`config.mk`:
```
export PLATFORM = sky130hd
export DESIGN_NAME = uart_packet_ring_buffers
export DESIGN_NICKNAME = d
export VERILOG_FILES = /design/src/upr_pkg.sv /design/src/upr_ctrl.sv /design/src/upr_dpath.sv /design/src/uart_packet_ring_buffers.sv
export SDC_FILE = /design/constraint.sdc
export NUM_CORES = 1
export LEC_CHECK = 0
export BUFFER_PORTS_ARGS = -buffer_cell sky130_fd_sc_hd__buf_2
export CORE_MARGIN = 4
export CORE_UTILIZATION = 30
export CTS_BUF_LIST = sky130_fd_sc_hd__clkbuf_16
export CTS_CLUSTER_DIAMETER = 50
export CTS_CLUSTER_SIZE = 12
export DETAILED_ROUTE_END_ITERATION = 8
export GPL_ROUTABILITY_DRIVEN = 0
export PLACE_DENSITY_LB_ADDON = 0.2
export SLEW_MARGIN = 10
export SYNTH_ARGS = -nofsm -noshare
export SYNTH_HDL_FRONTEND = slang
export SYNTH_SLANG_ARGS = --single-unit
```
`constraint.sdc`:
```
create_clock -name clk -period 4.7 [get_ports clk]
set_input_delay 0.47 -clock clk [delete_from_list [all_inputs] [get_ports clk]]
set_output_delay 0.47 -clock clk [all_outputs]
set_load 0.02 [all_outputs]
```
`src/upr_pkg.sv`:
```
// Shared types, constants and ring helpers for the UART packet ring buffers.
package upr_pkg;

  localparam int RING_DEPTH = 32;
  localparam int PTR_W      = $clog2(RING_DEPTH);
  localparam int SUM_W      = 10;

  typedef logic [PTR_W-1:0] ptr_t;

  typedef enum logic [1:0] {
    CMD_RX_BYTE  = 2'd0,
    CMD_TX_READY = 2'd1,
    CMD_WRITE    = 2'd2,
    CMD_READ     = 2'd3
  } cmd_t;

  typedef enum logic [2:0] {
    ST_STORED   = 3'd0,
    ST_RX_DROP  = 3'd1,
    ST_TX_BYTE  = 3'd2,
    ST_TX_IDLE  = 3'd3,
    ST_WR_OK    = 3'd4,
    ST_WR_REJ   = 3'd5,
    ST_PKT_BYTE = 3'd6,
    ST_NO_PKT   = 3'd7
  } status_t;

  typedef struct packed {
    logic load_item;
    logic exec_simple;
    logic emit_no_pkt;
    logic fetch_len;
    logic start_stream;
    logic send_byte;
  } ctrl_cmd_t;

  typedef struct packed {
    logic is_read;
    logic rx_short;
    logic len_bad;
    logic slot_free;
    logic last_byte;
  } dp_status_t;

  function automatic ptr_t ring_next(input ptr_t p);
    if (p == ptr_t'(RING_DEPTH - 1)) begin
      return '0;
    end
    return p + 1'b1;
  endfunction

  function automatic ptr_t ring_used(input ptr_t head, input ptr_t tail);
    logic [PTR_W:0] wrapped;
    wrapped = {1'b0, tail} + (PTR_W + 1)'(RING_DEPTH) - {1'b0, head};
    if (tail >= head) begin
      return tail - head;
    end
    return wrapped[PTR_W-1:0];
  endfunction

endpackage

```
`src/upr_ctrl.sv`:
```
// Controller state machine that sequences each beat through the datapath.
module upr_ctrl
  import upr_pkg::*;
(
  input  logic       clk,
  input  logic       rst_n,
  input  logic       in_valid,
  output logic       in_stall,
  input  dp_status_t sts,
  output ctrl_cmd_t  cmd
);

  typedef enum logic [3:0] {
    S_IDLE = 4'b0001,
    S_EXEC = 4'b0010,
    S_LEN  = 4'b0100,
    S_SEND = 4'b1000
  } state_t;

  state_t state_r;
  state_t state_nxt;

  always_comb begin
    state_nxt = state_r;
    cmd       = '0;
    unique case (state_r)
      S_IDLE: begin
        if (in_valid) begin
          cmd.load_item = 1'b1;
          state_nxt     = S_EXEC;
        end
      end
      S_EXEC: begin
        if (sts.is_read) begin
          if (sts.rx_short) begin
            if (sts.slot_free) begin
              cmd.emit_no_pkt = 1'b1;
              state_nxt       = S_IDLE;
            end
          end else begin
            cmd.fetch_len = 1'b1;
            state_nxt     = S_LEN;
          end
        end else if (sts.slot_free) begin
          cmd.exec_simple = 1'b1;
          state_nxt       = S_IDLE;
        end
      end
      S_LEN: begin
        if (sts.len_bad) begin
          if (sts.slot_free) begin
            cmd.emit_no_pkt = 1'b1;
            state_nxt       = S_IDLE;
          end else begin
            cmd.fetch_len = 1'b1;
          end
        end else begin
          cmd.start_stream = 1'b1;
          state_nxt        = S_SEND;
        end
      end
      S_SEND: begin
        if (sts.slot_free) begin
          cmd.send_byte = 1'b1;
          if (sts.last_byte) begin
            state_nxt = S_IDLE;
          end
        end
      end
      default: state_nxt = S_IDLE;
    endcase
  end

  always_ff @(posedge clk) begin
    if (!rst_n) begin
      state_r <= S_IDLE;
    end else begin
      state_r <= state_nxt;
    end
  end

  assign in_stall = (state_r != S_IDLE);

endmodule

```
`src/upr_dpath.sv`:
```
// Datapath with both byte rings, their pointers, write tracking and the output register.
module upr_dpath
  import upr_pkg::*;
(
  input  logic       clk,
  input  logic       rst_n,
  input  logic [1:0] in_command,
  input  logic [7:0] in_data,
  input  logic [7:0] in_packet_length,
  input  logic       in_first_of_packet,
  input  ctrl_cmd_t  cmd,
  output dp_status_t sts,
  output logic       out_valid,
  input  logic       out_stall,
  output logic [2:0] out_status,
  output logic [7:0] out_data_res,
  output logic       out_last
);

  logic [7:0] rx_mem [RING_DEPTH];
  logic [7:0] tx_mem [RING_DEPTH];

  cmd_t       item_cmd_r;
  logic [7:0] item_data_r;
  logic [7:0] item_plen_r;
  logic       item_first_r;

  ptr_t       rx_head_r, rx_head_nxt;
  ptr_t       rx_tail_r, rx_tail_nxt;
  ptr_t       tx_head_r, tx_head_nxt;
  ptr_t       tx_tail_r, tx_tail_nxt;
  logic       tx_en_r, tx_en_nxt;
  logic       wacc_r, wacc_nxt;
  logic [7:0] wrem_r, wrem_nxt;
  ptr_t       rd_ptr_r, rd_ptr_nxt;
  ptr_t       rd_cnt_r, rd_cnt_nxt;

  logic [7:0] rx_rd_r;
  logic [7:0] tx_rd_r;
  ptr_t       rx_raddr;

  logic       rx_we;
  logic       tx_we;

  logic       out_valid_r, out_valid_nxt;
  status_t    out_status_r, out_status_nxt;
  logic [7:0] out_data_r, out_data_nxt;
  logic       out_last_r, out_last_nxt;

  ptr_t       rx_used;
  ptr_t       tx_used;
  logic [8:0] pkt_len;
  logic [SUM_W-1:0] room_need;
  logic       wr_reject;

  assign rx_used   = ring_used(rx_head_r, rx_tail_r);
  assign tx_used   = ring_used(tx_head_r, tx_tail_r);
  assign pkt_len   = {1'b0, rx_rd_r} + 9'd2;
  assign room_need = SUM_W'(item_plen_r) + SUM_W'(tx_used);
  assign wr_reject = room_need > SUM_W'(RING_DEPTH - 2);

  assign sts.is_read   = (item_cmd_r == CMD_READ);
  assign sts.rx_short  = (rx_used < ptr_t'(2));
  assign sts.len_bad   = (pkt_len > 9'(rx_used));
  assign sts.slot_free = !out_valid_r || !out_stall;
  assign sts.last_byte = (rd_cnt_r == ptr_t'(1));

  always_comb begin
    priority if (cmd.fetch_len) begin
      rx_raddr = ring_next(rx_head_r);
    end else if (cmd.start_stream) begin
      rx_raddr = rx_head_r;
    end else if (cmd.send_byte) begin
      rx_raddr = ring_next(rd_ptr_r);
    end else begin
      rx_raddr = rd_ptr_r;
    end
  end

  always_comb begin
    rx_head_nxt    = rx_head_r;
    rx_tail_nxt    = rx_tail_r;
    tx_head_nxt    = tx_head_r;
    tx_tail_nxt    = tx_tail_r;
    tx_en_nxt      = tx_en_r;
    wacc_nxt       = wacc_r;
    wrem_nxt       = wrem_r;
    rd_ptr_nxt     = rd_ptr_r;
    rd_cnt_nxt     = rd_cnt_r;
    rx_we          = 1'b0;
    tx_we          = 1'b0;
    out_valid_nxt  = out_valid_r && out_stall;
    out_status_nxt = out_status_r;
    out_data_nxt   = out_data_r;
    out_last_nxt   = out_last_r;

    if (cmd.exec_simple || cmd.emit_no_pkt || cmd.send_byte) begin
      out_valid_nxt = 1'b1;
      out_data_nxt  = '0;
      out_last_nxt  = 1'b1;
    end

    if (cmd.emit_no_pkt) begin
      out_status_nxt = ST_NO_PKT;
    end

    if (cmd.start_stream) begin
      rd_ptr_nxt = rx_head_r;
      rd_cnt_nxt = pkt_len[PTR_W-1:0];
    end

    if (cmd.send_byte) begin
      out_status_nxt = ST_PKT_BYTE;
      out_data_nxt   = rx_rd_r;
      out_last_nxt   = sts.last_byte;
      rd_ptr_nxt     = ring_next(rd_ptr_r);
      rd_cnt_nxt     = rd_cnt_r - 1'b1;
      if (sts.last_byte) begin
        rx_head_nxt = ring_next(rd_ptr_r);
      end
    end

    if (cmd.exec_simple) begin
      unique case (item_cmd_r)
        CMD_RX_BYTE: begin
          if (ring_next(rx_tail_r) == rx_head_r) begin
            out_status_nxt = ST_RX_DROP;
          end else begin
            rx_we          = 1'b1;
            rx_tail_nxt    = ring_next(rx_tail_r);
            out_status_nxt = ST_STORED;
          end
        end
        CMD_TX_READY: begin
          out_status_nxt = ST_TX_IDLE;
          if (tx_en_r) begin
            if (tx_head_r != tx_tail_r) begin
              out_status_nxt = ST_TX_BYTE;
              out_data_nxt   = tx_rd_r;
              tx_head_nxt    = ring_next(tx_head_r);
            end else begin
              tx_en_nxt = 1'b0;
            end
          end
        end
        CMD_WRITE: begin
          if (item_first_r) begin
            if (wr_reject) begin
              wacc_nxt       = 1'b0;
              wrem_nxt       = '0;
              out_status_nxt = ST_WR_REJ;
            end else begin
              tx_en_nxt      = 1'b1;
              out_status_nxt = ST_WR_OK;
              if (item_plen_r == 8'd0) begin
                wacc_nxt = 1'b0;
                wrem_nxt = '0;
              end else begin
                tx_we       = 1'b1;
                tx_tail_nxt = ring_next(tx_tail_r);
                wrem_nxt    = item_plen_r - 8'd1;
                wacc_nxt    = (item_plen_r != 8'd1);
              end
            end
          end else if (wacc_r && (wrem_r != 8'd0)) begin
            tx_we          = 1'b1;
            tx_tail_nxt    = ring_next(tx_tail_r);
            wrem_nxt       = wrem_r - 8'd1;
            wacc_nxt       = (wrem_r != 8'd1);
            out_status_nxt = ST_WR_OK;
          end else begin
            wacc_nxt       = 1'b0;
            out_status_nxt = ST_WR_REJ;
          end
        end
        CMD_READ: begin
          out_status_nxt = ST_NO_PKT;
        end
        default: out_status_nxt = ST_NO_PKT;
      endcase
    end
  end

  always_ff @(posedge clk) begin
    if (rx_we) begin
      rx_mem[rx_tail_r] <= item_data_r;
    end
    rx_rd_r <= rx_mem[rx_raddr];
  end

  always_ff @(posedge clk) begin
    if (tx_we) begin
      tx_mem[tx_tail_r] <= item_data_r;
    end
    tx_rd_r <= tx_mem[tx_head_r];
  end

  always_ff @(posedge clk) begin
    if (cmd.load_item) begin
      item_cmd_r   <= cmd_t'(in_command);
      item_data_r  <= in_data;
      item_plen_r  <= in_packet_length;
      item_first_r <= in_first_of_packet;
    end
    out_status_r <= out_status_nxt;
    out_data_r   <= out_data_nxt;
    out_last_r   <= out_last_nxt;
    rd_ptr_r     <= rd_ptr_nxt;
    rd_cnt_r     <= rd_cnt_nxt;
  end

  always_ff @(posedge clk) begin
    if (!rst_n) begin
      rx_head_r   <= '0;
      rx_tail_r   <= '0;
      tx_head_r   <= '0;
      tx_tail_r   <= '0;
      tx_en_r     <= 1'b0;
      wacc_r      <= 1'b0;
      wrem_r      <= '0;
      out_valid_r <= 1'b0;
    end else begin
      rx_head_r   <= rx_head_nxt;
      rx_tail_r   <= rx_tail_nxt;
      tx_head_r   <= tx_head_nxt;
      tx_tail_r   <= tx_tail_nxt;
      tx_en_r     <= tx_en_nxt;
      wacc_r      <= wacc_nxt;
      wrem_r      <= wrem_nxt;
      out_valid_r <= out_valid_nxt;
    end
  end

  assign out_valid    = out_valid_r;
  assign out_status   = out_status_r;
  assign out_data_res = out_data_r;
  assign out_last     = out_last_r;

endmodule

```
`src/uart_packet_ring_buffers.sv`:
```
// Top level of the UART packet ring buffers: controller plus datapath.
//
// One input beat carries a command: a received byte, a transmitter-ready
// event, one byte of a packet to send, or a request to read a packet.
// Every beat yields one result beat with status, data and last set, except a
// successful packet read, which yields one result beat per packet byte with
// last on the final one.
// An input beat is taken only while the controller is idle, so the block
// works on one beat at a time. A simple command goes from the idle state
// to the execute state, which issues it once the output register is free,
// and its result is then registered. A packet read goes through the execute
// state, which fetches the length from the receive memory, and the length
// state, then streams one byte per cycle while the output is not stalled.
// The result sits in an output register; while out_stall is high the result
// holds, and the controller waits with the next result before changing it.
// Reset empties both rings, disables the transmitter and clears any packet
// write in progress; the ring memories themselves are not cleared.
module uart_packet_ring_buffers
  import upr_pkg::*;
(
  input  logic       clk,
  input  logic       rst_n,
  input  logic       in_valid,
  output logic       in_stall,
  input  logic [1:0] in_command,
  input  logic [7:0] in_data,
  input  logic [7:0] in_packet_length,
  input  logic       in_first_of_packet,
  output logic       out_valid,
  input  logic       out_stall,
  output logic [2:0] out_status,
  output logic [7:0] out_data_res,
  output logic       out_last
);

  ctrl_cmd_t  cmd;
  dp_status_t sts;

  upr_ctrl u_ctrl (
    .clk      (clk),
    .rst_n    (rst_n),
    .in_valid (in_valid),
    .in_stall (in_stall),
    .sts      (sts),
    .cmd      (cmd)
  );

  upr_dpath u_dpath (
    .clk                (clk),
    .rst_n              (rst_n),
    .in_command         (in_command),
    .in_data            (in_data),
    .in_packet_length   (in_packet_length),
    .in_first_of_packet (in_first_of_packet),
    .cmd                (cmd),
    .sts                (sts),
    .out_valid          (out_valid),
    .out_stall          (out_stall),
    .out_status         (out_status),
    .out_data_res       (out_data_res),
    .out_last           (out_last)
  );

endmodule
```
==> results.sh, run 1 <==
export IMPL_status="complete, no violations"
export IMPL_power_density_mw_per_mm2=383
export IMPL_rsz0062_at_grt="yes"
export IMPL_port_buffers=36
export IMPL_antenna_cells=0
export IMPL_total_power_mw=11.5
export IMPL_first_pass_iters=8
export IMPL_grt_max_degree=69
export IMPL_async_flop_share=0
export IMPL_slew_viol_final=0
export IMPL_synth_area_per_cell_sq_um=16.4
export IMPL_design_die_area_sq_mm=0.0898
export IMPL_grt_pass1_vias=14600
export IMPL_synth_nets=1632
export IMPL_max_freq_mhz=224
export IMPL_synth_cell_types=79
export IMPL_synth_top_area_cell="edfxtp_1"
export IMPL_p_seq_frac=0.513
export IMPL_hp_class="in2reg"
export IMPL_postSynthCellCount=1557
export IMPL_ant_nets=0
export IMPL_yosysSeqAreaShare=0.688
export IMPL_cts_sinks=604
export IMPL_areaGrowthSynthToFinish_pct=18.0
export IMPL_cp_arrival_ns=4.97
export IMPL_ys_ff_latch=604
export IMPL_nFillCells=7868
export IMPL_finClkSkew_ns=0.0185
export IMPL_post_route_period_util=0.952
export IMPL_post_route_util=0.359
export IMPL_worst_setup_path_type="reg2reg"
export IMPL_yosysMostFrequentCell="edfxtp_1"
export IMPL_root_buffer="clkbuf_16"
export IMPL_nNetsFinal=1789
export IMPL_dp_cells=2748
export IMPL_swShare=0.214
export IMPL_hold_slack_ns=0.247
export IMPL_clk_latency_ns=0.62
export IMPL_initial_core_util=0.304
export IMPL_setup_violations=0
export IMPL_power_internal_mw=9.08
export IMPL_irDropWorstVdd_uv=242
export IMPL_grt_usage=0.135
export IMPL_switchingPower_mw=2.47
export IMPL_synthesis_area_sq_mm=0.0255
export IMPL_core_sq_mm=0.0840
export IMPL_ios=37
export IMPL_rows=106
export IMPL_die_x_um=300
export IMPL_cts_buffers=72
export IMPL_ys_warn_count=0
export IMPL_fin_cells=2898
export IMPL_die_height_um=300
export IMPL_yosysTopAreaCellShare=0.641
export IMPL_cts_buffer_depth=3
export IMPL_path_clk_slew_ns=0.06
export IMPL_synth_edf_count=545
export IMPL_endpoint_kind="register"
export IMPL_maxSlewHeadroom=0.236
export IMPL_dpl_hpwl_um=39000
export IMPL_yosys_top_cells_area="edfxtp_1, mux4_2, dfxtp_1, mux2i_1, ha_1"
export IMPL_drc=0
export IMPL_viasPerCell=4.82
export IMPL_grt_pass1_wl_um=92400
export IMPL_worst_slack_ns=0.226
export IMPL_vias=14000
export IMPL_hold_viol=0
export IMPL_power_frac_comb=0.016
export IMPL_drtIter0Drc=898
export IMPL_power_frac_clock=0.470
export IMPL_crit_fanout=15
export IMPL_grt_antenna_before_repair=0
export IMPL_worst_pin_slew_ns=1.15
export IMPL_place_ws_ns=0.0780
export IMPL_yosys_top_cells_count="edfxtp_1, mux2i_1, nand2_1"
export IMPL_multi_input_area_sq_mm=0.00747
export IMPL_min_period_ns=4.47
export IMPL_routed_wl_um=60800
export IMPL_register_area_sq_mm=0.0176
export IMPL_r2r_worst_path_cells=19
export IMPL_overflow=0
export IMPL_synth_top_flop_cell="edfxtp_1"
export IMPL_wl_per_cell_um=21.0
export IMPL_leakagePower_nw=10.0
export IMPL_start_kind="register"
export IMPL_worst_ep_required_time_ns=5.20
export IMPL_layout_drive_gt1_share=0.229
export IMPL_cts_htree_levels=3
export IMPL_tritoncts="yes"
export IMPL_maxCapViolCount=0
export IMPL_whs_path_depth=3
cells by family (layout without fill, tap and decap cells):
family,after synthesis,count (layout),synth area share
AO/OA/AOI/OAI,204,204,0.0542
XOR/XNOR,28,28,0.00961
adder cells (fa/ha/maj),52,52,0.0264
buffers and inverters,118,325,0.0219
flip-flops,604,604,0.688
multiplexers,243,243,0.139
AND/OR/NAND/NOR,308,308,0.0615
state kept, by name, indices dropped and copies added, names as in the netlist, 8 cells and up:
register / count
u_dpath.item_data_r: 8
u_dpath.item_plen_r: 8
u_dpath.out_data_res: 8
u_dpath.rx_mem: 256
u_dpath.rx_rd_r: 8
u_dpath.tx_mem: 256
u_dpath.tx_rd_r: 8
u_dpath.wrem_r: 8
worst paths after layout:
path / start / endpoint / slack, ns
worst max register to register: u_dpath.rx_tail_r[0] / u_dpath.rx_rd_r[2] / 0.23
worst min-delay path: out_stall / u_dpath.out_valid / 0.25
worst min register to register: u_dpath.tx_rd_r[7] / u_dpath.out_data_res[7] / 0.43
worst max-delay path: u_dpath.rx_tail_r[0] / u_dpath.rx_rd_r[2] / 0.23
final cells by class:
class,instances,share of cell area
Sequential cell,604,0.583
Multi-Input combinational cell,835,0.248
Clock buffer,74,0.0615
Tap cell,1134,0.0471
Timing Repair Buffer,151,0.0385
Clock inverter,50,0.0160
Inverter,50,0.00623
per-stage QoR:
stage               setup TNS, ns  area, sq um
floorplan                       0        25500
global placement                0        27500
detailed placement              0        27500
global route              -0.0279        30100
finish                          0        30100
CTS                             0        30000
power by group through the flow:
| stage | registers, mW | logic (mW) | clock network (mW) |
|---|---|---|---|
| 5_1_grt | 5.93 | 0.211 | 5.82 |
| 3_5_place_dp | 6.04 | 0.184 | 0 |
| 2_1_floorplan | 6.07 | 0.0508 | 0 |
| 6_report | 5.93 | 0.190 | 5.43 |
| 4_1_cts | 5.93 | 0.197 | 5.58 |
| 3_3_place_gp | 6.04 | 0.177 | 0 |
what timing repair did:
item,CTS,global route
hold buffers,19,0
resized for setup,0,16
buffers inserted,0,6
setup endpoints to repair,0,77
hold endpoints to repair,19,0
cells in the final DEF, fill, tap and decap left out, types with 8 or more instances in the layout:
cell type and count:
mux2_1 13, clkbuf_16 75, nand2_1 92, ha_1 49, and2_1 9, inv_1 63
nor2_1 91, edfxtp_1 545, nor3_1 11, mux2_2 41, o21ai_0 24, buf_4 91
xor2_1 9, a211oi_1 9, and3_1 10, dlygate4sd3_1 19, o21ai_1 10, xnor2_1 19
a21oi_1 30, a21boi_0 11, o22ai_1 46, nand3_1 17, mux2_4 9, nor2b_1 15
mux2i_1 100, a21o_1 8, dfxtp_1 57, a222oi_1 8, buf_2 36, mux4_2 80
inv_6 8
per-layer routing:
metal / wire length (um) / vias to the layer above / global-route usage
met5: 0 / - / 0
met3: 2960 / 100 / 0.0231
met4: 1710 / 0 / 0.0520
met2: 28500 / 326 / 0.217
li1: - / 6422 / -
met1: 27600 / 7118 / 0.185
worst max-delay path, stage by stage, from the launching register on:
cell	delay, ns
dfxtp_1	0.31
inv_1	0.07
ha_1	0.16
inv_1	0.05
fa_1	0.40
nand3_1	0.10
a21oi_1	0.08
or2_2	0.31
ha_1	0.30
nor2_1	0.05
a41oi_1	0.25
o31ai_2	0.18
a21o_1	0.24
a211oi_1	0.34
a21o_2	0.25
buf_12	0.18
mux2_2	0.35
o22ai_1	0.24
o21ai_1	0.20
and4bb_1	0.28
Note: power is estimated with default switching activity, not from simulation.
==> run 2: changes to the inputs <==
PLACE_DENSITY_LB_ADDON = unset   (was 0.2)
==> results.sh, run 2 (same netlist as run 1, synthesis figures left out) <==
export IMPL_register_area_sq_mm=0.0176
export IMPL_ant_nets=0
export IMPL_drtIter0Drc=1138
export IMPL_hp_class="in2reg"
export IMPL_dpl_hpwl_um=36700
export IMPL_endpoint_kind="register"
export IMPL_p_seq_frac=0.565
export IMPL_post_route_period_util=0.965
export IMPL_fin_cells=2857
export IMPL_slowest_delay_ns=0.46
export IMPL_largestRegisters="u_dpath.rx_mem x256, u_dpath.tx_mem x256"
export IMPL_tritoncts="yes"
export IMPL_first_pass_iters=7
export IMPL_grt_max_degree=69
export IMPL_total_power_mw=10.5
export IMPL_power_frac_comb=0.019
export IMPL_layout_common_cells="edfxtp_1, mux2i_1, nand2_1"
export IMPL_maxSlewHeadroom=0.287
export IMPL_crit_start="u_dpath.rx_head_r[3]"
export IMPL_multi_input_area_sq_mm=0.00747
export IMPL_power_internal_mw=8.29
export IMPL_final_common_cell="edfxtp_1"
export IMPL_leakagePower_nw=9.69
export IMPL_design_die_area_sq_mm=0.0898
export IMPL_areaGrowthSynthToFinish_pct=15.1
export IMPL_finClkSkew_ns=0.0217
export IMPL_grt_usage=0.126
export IMPL_routed_wl_um=58000
export IMPL_crit_family="simple AND/OR/NAND/NOR gates"
export IMPL_wl_per_cell_um=20.3
export IMPL_dp_cells=2739
export IMPL_swShare=0.208
export IMPL_power_frac_clock=0.416
export IMPL_die_x_um=300
export IMPL_cpMaxStageDelayCell="dfxtp_1"
export IMPL_grt_antenna_before_repair=1
export IMPL_path_clk_slew_ns=0.06
export IMPL_status="complete, no violations"
export IMPL_irDropWorstVdd_uv=292
export IMPL_nNetsFinal=1758
export IMPL_die_height_um=300
export IMPL_crit_fanout=33
export IMPL_vias=14000
export IMPL_clk_latency_ns=0.63
export IMPL_cts_buffers=61
export IMPL_port_buffers=36
export IMPL_min_period_ns=4.54
export IMPL_worst_path_buf_inv=3
export IMPL_worst_setup_path_type="reg2reg"
export IMPL_viasPerCell=4.92
export IMPL_critical_path_depth=17
export IMPL_power_density_mw_per_mm2=356
export IMPL_fin_tns_setup_ns=0
export IMPL_crit_end="u_dpath.rx_rd_r[3]"
export IMPL_rows=106
export IMPL_max_freq_mhz=220
export IMPL_grt_pass1_vias=14200
export IMPL_switchingPower_mw=2.18
export IMPL_ios=37
export IMPL_slew_viol_final=0
export IMPL_cts_htree_levels=2
export IMPL_worst_pin_slew_ns=1.07
export IMPL_core_sq_mm=0.0840
export IMPL_post_route_util=0.350
export IMPL_worstPathCellList="inv_1, ha_1, nand3_1, and3_1, or2_2, ha_1, inv_1, a211oi_2, and2_2, nand3_2, a211oi_2, a21o_1, buf_12, and2_1, nand2_1, o22ai_2, and4bb_1"
export IMPL_layout_drive_gt1_share=0.206
export IMPL_start_kind="register"
export IMPL_worst_slack_ns=0.162
export IMPL_r2r_worst_path_cells=17
export IMPL_nFillCells=7846
export IMPL_r2r_end="u_dpath.rx_rd_r[3]"
export IMPL_post_cts_buffers=0
export IMPL_worst_ep_required_time_ns=5.21
export IMPL_hold_viol=0
export IMPL_r2r_setup_slack_ns=0.16
export IMPL_cts_sinks=604
export IMPL_drc=0
export IMPL_overflow=0
export IMPL_root_buffer="clkbuf_16"
export IMPL_grt_pass1_wl_um=88600
export IMPL_place_ws_ns=0.0784
export IMPL_cp_arrival_ns=5.05
export IMPL_maxCapViolCount=0
export IMPL_initial_core_util=0.304
export IMPL_reg2reg_from="u_dpath.rx_head_r[3]"
export IMPL_setup_violations=0
export IMPL_cts_buffer_depth=3
run 2: worst register-to-register path, stage by stage (launching register included):
cell	delay, ns
dfxtp_1	0.46
inv_1	0.15
ha_1	0.36
nand3_1	0.11
and3_1	0.18
or2_2	0.28
ha_1	0.29
inv_1	0.05
a211oi_2	0.22
and2_2	0.21
nand3_2	0.22
a211oi_2	0.34
a21o_1	0.21
buf_12	0.22
and2_1	0.21
nand2_1	0.25
o22ai_2	0.40
and4bb_1	0.26
run 2: worst min path at each step:
stage                              from                      end  cells past startpoint
detailed placement   u_dpath.tx_rd_r[7]  u_dpath.out_data_res[7]                      2
global placement     u_dpath.tx_rd_r[4]  u_dpath.out_data_res[4]                      2
finish              in_packet_length[4]   u_dpath.item_plen_r[4]                      1
CTS                 in_packet_length[3]   u_dpath.item_plen_r[3]                      1
global route        in_packet_length[5]   u_dpath.item_plen_r[5]                      1
floorplan            u_dpath.tx_rd_r[0]  u_dpath.out_data_res[0]                      2
run 2: routing by layer:
metal	GRT usage	wire, um
met1	0.173	25000
met2	0.209	27900
met3	0.0219	3720
met4	0.0323	1340
met5	0	0
run 2: final cells by class:
class / instances / share of cell area
diodes: 1 / 0.0000851
clock buffers: 61 / 0.0519
inverters: 50 / 0.00639
flip-flops and latches: 604 / 0.597
multi-input cells: 835 / 0.254
repair buffers: 131 / 0.0342
well taps: 1134 / 0.0483
clock inverters: 41 / 0.00766
run 2: power by group through the flow:
stage               combinational, mW  clock [mW]  sequential, mW
floorplan                      0.0508           0            6.07
global route                    0.216        4.70            5.92
detailed placement              0.191           0            6.03
global placement                0.183           0            6.03
CTS                             0.202        4.47            5.92
finish                          0.197        4.35            5.92
run 2: repair_timing:
item | 4_1_cts | 5_1_grt
hold buffers | 15 | 0
hold endpoints to repair | 15 | 0
resized for setup | 0 | 9
endpoints found under the setup margin | 0 | 14
run 2: per-stage QoR:
step	hold slack [ns]	area, sq um
6_report	0.0404	29400
3_5_place_dp	0.429	27400
3_3_place_gp	0.423	27400
5_1_grt	0.0117	29400
2_1_floorplan	0.414	25500
4_1_cts	0.000866	29300
